`src/rtl/a85d_pkg.sv`:
```
`default_nettype none
// ----------------------------------------------------------------------------
// a85d_pkg
// Shared types and constants of the base-85 stream decoder.
// ----------------------------------------------------------------------------
package a85d_pkg;

   localparam logic [7:0] CHAR_FIRST_DIGIT = 8'h21;   // '!'
   localparam logic [7:0] CHAR_LAST_DIGIT  = 8'h75;   // 'u'
   localparam logic [7:0] CHAR_ZERO_GROUP  = 8'h7a;   // 'z'
   localparam logic [7:0] CHAR_END         = 8'h7e;   // '~'
   localparam logic [7:0] CHAR_SPACE       = 8'h20;   // ' '

   localparam int unsigned MULT_WIDTH = 20;
   localparam logic [MULT_WIDTH-1:0] RADIX    = 20'd85;
   localparam logic [MULT_WIDTH-1:0] RADIX_P2 = 20'd7225;
   localparam logic [MULT_WIDTH-1:0] RADIX_P3 = 20'd614125;

   localparam logic [23:0] PAD_ONE_BYTE    = 24'h0000ff;
   localparam logic [23:0] PAD_TWO_BYTES   = 24'h00ffff;
   localparam logic [23:0] PAD_THREE_BYTES = 24'hffffff;

   typedef enum logic [1:0] {
      STATUS_NORMAL     = 2'd0,
      STATUS_SHORT_TAIL = 2'd1,
      STATUS_BAD_CHAR   = 2'd2
   } a85d_status_type;

   // Decoder state carried from one character to the next.
   typedef struct packed {
      logic [31:0] group_value;
      logic [2:0]  digit_count;
      logic        stream_done;
      logic        stream_failed;
   } a85d_state_type;

   // Bytes produced by one character: a word sent most significant byte first.
   typedef struct packed {
      logic [31:0]     word;
      logic [2:0]      count;
      a85d_status_type status;
   } a85d_burst_type;

endpackage
`default_nettype wire

```
`src/rtl/a85d_stream_if.sv`:
```
`default_nettype none
// ----------------------------------------------------------------------------
// a85d_req_if / a85d_rsp_if
// Valid/ready channels for encoded characters in and decoded bytes out.
// ----------------------------------------------------------------------------
interface a85d_req_if;
   logic       valid;
   logic       ready;
   logic [7:0] in_char;

   modport source (output valid, output in_char, input ready);
   modport sink   (input valid, input in_char, output ready);
endinterface

interface a85d_rsp_if;
   logic       valid;
   logic       ready;
   logic [7:0] data_byte;
   logic [1:0] status;
   logic       last_of_run;

   modport source (output valid, output data_byte, output status, output last_of_run,
                   input ready);
   modport sink   (input valid, input data_byte, input status, input last_of_run,
                   output ready);
endinterface
`default_nettype wire

```
`src/rtl/ascii85_decoder_unit.sv`:
```
`default_nettype none
// ----------------------------------------------------------------------------
// ascii85_decoder_unit
// Base-85 stream decoder: one character in, zero to four bytes out.
// ----------------------------------------------------------------------------
// Characters arrive on req_if (in_char), one per transfer. Decoded bytes leave
// on rsp_if with a status code and last_of_run marking the final byte caused
// by one character. A bad character gives a single zero byte with error
// status; after the end mark or an error further characters are taken and
// dropped.
// A character taken into the input register is decoded into the output burst
// register, and its first byte is offered from then on.
// Throughput: one character per cycle while the characters produce no bytes;
// a group of bytes leaves one byte per cycle while the receiver is ready, and a
// character that yields bytes holds the decode stage until its last byte leaves,
// since there is a single output burst register.
// Reset clears the decode state and empties both the input register and the
// output burst. When the receiver stalls, the current byte holds, the next
// decoded character waits in the input register and req_if.ready drops.
// ----------------------------------------------------------------------------
module ascii85_decoder_unit
   import a85d_pkg::*;
(
   input  wire logic     clock,
   input  wire logic     reset,
   a85d_req_if.sink      req_if,
   a85d_rsp_if.source    rsp_if
);

   logic            in_valid_ff;
   logic [7:0]      in_char_ff;
   a85d_state_type  state_ff;
   a85d_state_type  state_in;
   a85d_burst_type  burst_in;
   logic [31:0]     word_ff;
   logic [2:0]      left_ff;
   a85d_status_type status_ff;

   logic req_xfer;
   logic rsp_xfer;
   logic burst_free;
   logic advance;

   a85d_step u_step (
      .in_char    (in_char_ff),
      .state      (state_ff),
      .state_next (state_in),
      .burst      (burst_in)
   );

   assign rsp_xfer   = rsp_if.valid && rsp_if.ready;
   assign burst_free = (left_ff == 3'd0) || (left_ff == 3'd1 && rsp_xfer);
   assign advance    = in_valid_ff && burst_free;
   assign req_if.ready = !in_valid_ff || advance;
   assign req_xfer   = req_if.valid && req_if.ready;

   assign rsp_if.valid       = (left_ff != 3'd0);
   assign rsp_if.data_byte   = word_ff[31:24];
   assign rsp_if.status      = status_ff;
   assign rsp_if.last_of_run = (left_ff == 3'd1);

   always_ff @(posedge clock) begin
      if (reset) begin
         in_valid_ff <= 1'b0;
         left_ff     <= 3'd0;
         state_ff    <= '0;
      end else begin
         if (req_xfer) begin
            in_valid_ff <= 1'b1;
         end else if (advance) begin
            in_valid_ff <= 1'b0;
         end
         if (advance) begin
            left_ff  <= burst_in.count;
            state_ff <= state_in;
         end else if (rsp_xfer) begin
            left_ff <= left_ff - 3'd1;
         end
      end
   end

   // Payload: load a fresh burst, or shift the next byte to the top.
   always_ff @(posedge clock) begin
      if (req_xfer) begin
         in_char_ff <= req_if.in_char;
      end
      if (advance) begin
         word_ff   <= burst_in.word;
         status_ff <= burst_in.status;
      end else if (rsp_xfer) begin
         word_ff <= {word_ff[23:0], 8'd0};
      end
   end

   a_no_output_after_stop : assert property (@(posedge clock) disable iff (reset)
      (advance && (state_ff.stream_done || state_ff.stream_failed)) |=> (left_ff == 3'd0))
      else $error("bytes produced after end of stream or error");

   a_error_single_zero : assert property (@(posedge clock) disable iff (reset)
      (rsp_if.valid && status_ff == STATUS_BAD_CHAR) |->
      (rsp_if.data_byte == 8'd0 && rsp_if.last_of_run))
      else $error("error result is not a single zero byte");

   a_digit_count_range : assert property (@(posedge clock) disable iff (reset)
      state_ff.digit_count <= 3'd4)
      else $error("digit count beyond a full group");

endmodule
`default_nettype wire

```
`src/rtl/a85d_step.sv`:
```
`default_nettype none
// ----------------------------------------------------------------------------
// a85d_step
// One decode step: next state and the byte burst caused by one character.
// ----------------------------------------------------------------------------
module a85d_step
   import a85d_pkg::*;
(
   input  wire logic [7:0]     in_char,
   input  wire a85d_state_type state,
   output a85d_state_type      state_next,
   output a85d_burst_type      burst
);

   logic                  is_digit;
   logic [7:0]            digit;
   logic [MULT_WIDTH-1:0] scale;
   logic [23:0]           addend;
   logic [51:0]           product;
   logic [31:0]           word;

   assign is_digit = (in_char >= CHAR_FIRST_DIGIT) && (in_char <= CHAR_LAST_DIGIT);
   assign digit    = in_char - CHAR_FIRST_DIGIT;

   // Digits scale by 85; the end mark pads the missing digits of a tail group.
   always_comb begin
      scale  = RADIX;
      addend = {16'd0, digit};
      if (!is_digit) begin
         case (state.digit_count)
            3'd1, 3'd2: begin
               scale  = RADIX_P3;
               addend = PAD_THREE_BYTES;
            end
            3'd3: begin
               scale  = RADIX_P2;
               addend = PAD_TWO_BYTES;
            end
            default: begin
               scale  = RADIX;
               addend = PAD_ONE_BYTE;
            end
         endcase
      end
   end

   assign product = state.group_value * scale;
   assign word    = product[31:0] + {8'd0, addend};

   always_comb begin
      state_next   = state;
      burst.word   = word;
      burst.count  = 3'd0;
      burst.status = STATUS_NORMAL;
      if (!state.stream_done && !state.stream_failed) begin
         if (is_digit) begin
            if (state.digit_count >= 3'd4) begin
               burst.count             = 3'd4;
               state_next.group_value  = '0;
               state_next.digit_count  = 3'd0;
            end else begin
               state_next.group_value  = word;
               state_next.digit_count  = state.digit_count + 3'd1;
            end
         end else if (in_char == CHAR_ZERO_GROUP && state.digit_count == 3'd0) begin
            burst.word  = '0;
            burst.count = 3'd4;
         end else if (in_char == CHAR_END) begin
            case (state.digit_count)
               3'd1: begin
                  burst.count  = 3'd1;
                  burst.status = STATUS_SHORT_TAIL;
               end
               3'd2:    burst.count = 3'd1;
               3'd3:    burst.count = 3'd2;
               3'd4:    burst.count = 3'd3;
               default: burst.count = 3'd0;
            endcase
            state_next.group_value = '0;
            state_next.digit_count = 3'd0;
            state_next.stream_done = 1'b1;
         end else if (in_char != CHAR_SPACE) begin
            burst.word               = '0;
            burst.count              = 3'd1;
            burst.status             = STATUS_BAD_CHAR;
            state_next.group_value   = '0;
            state_next.digit_count   = 3'd0;
            state_next.stream_failed = 1'b1;
         end
      end
   end

endmodule
`default_nettype wire

```
`src/flat_wrapper.sv`:
```
// flat-port wrapper written by rule: the top's interface ports become plain ports
module ascii85_decoder_unit_flat import a85d_pkg::*;
  (clock, reset, req_if_valid, req_if_in_char, req_if_ready, rsp_if_valid, rsp_if_data_byte, rsp_if_status, rsp_if_last_of_run, rsp_if_ready);
  a85d_req_if req_if_i ();
  a85d_rsp_if rsp_if_i ();
  input  wire logic clock;
  input  wire logic reset;
  input wire logic [$bits(req_if_i.valid)-1:0] req_if_valid;
  input wire logic [$bits(req_if_i.in_char)-1:0] req_if_in_char;
  output wire logic [$bits(req_if_i.ready)-1:0] req_if_ready;
  output wire logic [$bits(rsp_if_i.valid)-1:0] rsp_if_valid;
  output wire logic [$bits(rsp_if_i.data_byte)-1:0] rsp_if_data_byte;
  output wire logic [$bits(rsp_if_i.status)-1:0] rsp_if_status;
  output wire logic [$bits(rsp_if_i.last_of_run)-1:0] rsp_if_last_of_run;
  input wire logic [$bits(rsp_if_i.ready)-1:0] rsp_if_ready;
  assign req_if_i.valid = req_if_valid;
  assign req_if_i.in_char = req_if_in_char;
  assign req_if_ready = req_if_i.ready;
  assign rsp_if_valid = rsp_if_i.valid;
  assign rsp_if_data_byte = rsp_if_i.data_byte;
  assign rsp_if_status = rsp_if_i.status;
  assign rsp_if_last_of_run = rsp_if_i.last_of_run;
  assign rsp_if_i.ready = rsp_if_ready;
  ascii85_decoder_unit u_core (.clock(clock), .reset(reset), .req_if(req_if_i), .rsp_if(rsp_if_i));
endmodule
```
`config.mk`:
```
export PLATFORM = sky130hd
export DESIGN_NAME = ascii85_decoder_unit_flat
export DESIGN_NICKNAME = d
export VERILOG_FILES = /design/src/rtl/a85d_pkg.sv /design/src/rtl/a85d_stream_if.sv /design/src/rtl/ascii85_decoder_unit.sv /design/src/rtl/a85d_step.sv /design/src/flat_wrapper.sv
export SDC_FILE = /design/constraint.sdc
export NUM_CORES = 1
export LEC_CHECK = 0
export ABC_AREA = 1
export BUFFER_PORTS_ARGS = -buffer_cell sky130_fd_sc_hd__buf_2
export CAP_MARGIN = 15
export CORE_MARGIN = 4
export CORE_UTILIZATION = 50
export CTS_BUF_LIST = sky130_fd_sc_hd__clkbuf_2 sky130_fd_sc_hd__clkbuf_4 sky130_fd_sc_hd__clkbuf_8
export DETAILED_ROUTE_END_ITERATION = 6
export PLACE_DENSITY = 0.65
export SYNTH_ARGS = -nofsm -noshare
export SYNTH_HDL_FRONTEND = slang
export SYNTH_SLANG_ARGS = --single-unit
```
`constraint.sdc`:
```
create_clock -name clock -period 8.68 [get_ports clock]
set_input_delay 0.868 -clock clock [delete_from_list [all_inputs] [get_ports clock]]
set_output_delay 0.868 -clock clock [all_outputs]
set_load 0.1 [all_outputs]
```
==> results.ini <==
[floorplan]
io_pins = 25
core_sq_um = 29000
die_w_um = 181
dieArea_sq_um = 32600
row_count = 62
die_y_um = 181
start_util_pct = 51.3

[synthesis]
yosys_warnings = 0
syn_nets = 2163
synth_area_leader_cell = fa_1
post-synth-top-count-cell = inv_1
ys_ff_latch = 83
ys_seq_area_share_pct = 14.0
synth_edf_count = 42
ys_top_cells_by_count = 531 x inv_1, 264 x fa_1, 206 x nand2_1
ys_types = 48
ys.flop_type = edfxtp_1
yosys-top-cells-area = fa_1 36%, ha_1 16%, inv_1 13%
avgSynthCellArea_sq_um = 8.75
netlist_area_sq_um = 14900
ys_async_sr_fraction_pct = 0
synth_top_area_share_pct = 35.5
postSynthCellCount = 1701

[finish]
nets = 2213
fin_area_sq_um = 15900
stdcell_count = 2140
num_antenna_cells = 0
area_growth_pct = 7.05
n_fill_cell = 2723
drive_gt1_share_pct = 7.97
multiInputGateArea_sq_um = 10700
ff_latch_area_sq_um = 2080

[place]
dp_cells = 2116
gp_congestion = 0.926
dp_hpwl_um = 33000
numPortBuffers = 24
place_area_sq_um = 15600

[timing]
hold_slack_ns = 0.482
fmax_mhz = 121
fin_setup_tns_ns = 0
rsz0062_at_grt = yes
timing_worst_slew_pin_value_ns = 0.854
slew-limit-headroom_pct = 42.5
timing.final.crit_share_pct = 95.6
finalHoldViolCount = 0
layout_min_cycle_time_ns = 8.30
fin_worst_skew_ns = 0.0155
setup_viol = 0
slew_violations = 0

[global_route]
grt_max_degree = 39
grt-busiest-layer = met2
overflow = 0
use_met3_pct = 2.24
grt_pass1_vias = 11686
grtUsageMet2_pct = 41.0
antenna_found_initial = 0
grt_pass1_wl_um = 62400
grt_usage_pct = 24.2
use_met1_pct = 35.3

[detailed_routing]
antenna_left = 0
drtIter0Drc = 769
firstDrtPassIters = 6
routed_wl_um = 38200
vias_per_cell = 5.08
vias = 10873
route.detailed.drc = 0
routedWlPerCell_um = 17.9

[clock_network]
cts.path.max_buffers = 2
cts.sinks = 83
clk_latency_ns = 0.37
cts_tree = done
cts_buffers = 9
h-tree-depth = 3
root_buffer = clkbuf_8
clkTransAtPathRegs_ns = 0.10

[worst_setup_path]
cp_data_arrival_time_ns = 8.43
cpMostUsedCell = inv_1
reg2reg_from = u_core.state_ff[2]
crit_path_top_delay_cell = fa_1
rrSetupSlack_ns = 0.38
cp.required_ns = 8.82
regToRegEndpoint = u_core.word_ff[29]
path_max_fanout = 6
r2r_cells = 31
critPathCaptureType = register
critPathKind = register to register
critPathLaunchType = register
slowest_delay_ns = 0.55

[hold_path]
hold_depth = 2
min_delay_worst_endpoint = u_core.state_ff[1]
hp-class = register to register
hold_start = u_core.state_ff[1]

[power_and_ir_drop]
p_per_area_nw_per_um2 = 154
ir_worst_vdd_uv = 364
p_leak_nw = 8.39
finalPower_w = 0.00245

[run]
max-cap-violations = 0

[outcome]
status = finished clean

==> sequential cells by signal, summed over array words and instances (netlist names) <==
register,cells
u_core.in_char_ff,8
u_core.in_valid_ff,1
u_core.left_ff,3
u_core.rsp_if.status,2
u_core.state_ff,37
u_core.word_ff,32
==> routing by layer <==
layer	vias to the layer above	wire, um	share of wire [%]
li1	5170	-	-
met5	-	0	0
met4	0	381	1.0
met2	328	18100	47
met1	5350	17600	46
met3	25	2160	5.7
==> logic make-up (layout without fill, tap and decap cells) <==
family	after synthesis	count (layout)	share of synthesized area (%)
buffers and inverters	570	625	14.8
adders and majority gates	450	450	51.2
and+or+nand+nor	420	420	12.1
AOI/OAI and AO/OA	144	144	5.88
DFF	83	83	14.0
xor gates and xnor gates	34	34	2.05
==> cell type report <==
class,count,share of cell area [%]
Clock buffer,10,0.825
Clock inverter,6,0.299
Inverter,540,12.8
Multi-Input combinational cell,1048,67.0
Sequential cell,83,13.1
Tap cell,384,3.02
Timing Repair Buffer,68,2.95
Timing Repair inverter,1,0.0314
==> metrics by stage <==
stage | utilization [%] | setup slack [ns]
finish | 54.9 | 0.384
global route | 54.9 | -0.00264
detailed placement | 53.8 | 0.249
global placement | 53.8 | 0.409
floorplan | - | 1.07
CTS | 54.4 | 0.212
==> layout by cell type (no fill, tap or decap), types with 2 or more instances in the layout <==
cell type / Yosys / final
o21a_1: 3 / 3
clkinvlp_4: 0 / 4
inv_6: 0 / 3
a31oi_1: 8 / 8
o211ai_1: 2 / 2
nor4_1: 4 / 3
nand2_1: 206 / 205
a21oi_1: 78 / 77
ha_4: 0 / 3
inv_2: 8 / 8
buf_2: 5 / 24
nand3_1: 44 / 44
xor2_1: 17 / 17
buf_4: 8 / 43
nor3_1: 7 / 7
o21ai_0: 16 / 16
o21ai_1: 3 / 2
clkbuf_8: 0 / 9
fa_1: 264 / 264
nor2_4: 1 / 2
dfxtp_1: 41 / 41
o31ai_1: 2 / 2
or2_2: 10 / 10
a21oi_2: 1 / 2
o221ai_1: 3 / 3
a32o_1: 9 / 9
nor2_1: 116 / 113
nor2_2: 5 / 7
nand2_4: 3 / 4
ha_1: 186 / 183
edfxtp_1: 42 / 42
nand2_2: 8 / 8
a22o_1: 13 / 13
nand4_1: 8 / 8
nand3_2: 5 / 5
inv_1: 531 / 529
xnor2_1: 16 / 16
==> critical path: cells and delay by family, from the launching register on <==
family / cells / cell delay, ns
adders and majority gates: 10 / 4.56
DFF: 1 / 0.39
buffers and inverters: 9 / 0.80
and+or+nand+nor: 7 / 1.12
AOI/OAI and AO/OA: 5 / 1.18
==> worst max path at each step <==
| stage | startpoint | to |
|---|---|---|
| 4_1_cts | u_core.in_char_ff[0] | u_core.word_ff[26] |
| 2_1_floorplan | u_core.in_char_ff[0] | u_core.word_ff[29] |
| 3_5_place_dp | u_core.in_char_ff[0] | u_core.word_ff[26] |
| 6_report | u_core.state_ff[2] | u_core.word_ff[29] |
| 5_1_grt | u_core.in_char_ff[0] | u_core.word_ff[26] |
| 3_3_place_gp | u_core.in_char_ff[0] | u_core.word_ff[26] |
==> where the power goes <==
part,internal (W),switching [W]
sequential,0.000563,0.0000549
clock,0.000111,0.000164
combinational,0.000499,0.00106
total,0.00117,0.00128
==> what timing repair did <==
action / 4_1_cts / 5_1_grt
buffers inserted: 0 / 6
gates resized for setup: 0 / 15
hold buffers: 0 / 0
endpoints found under the setup margin: 0 / 12
Note: power is estimated with default switching activity, not from simulation.
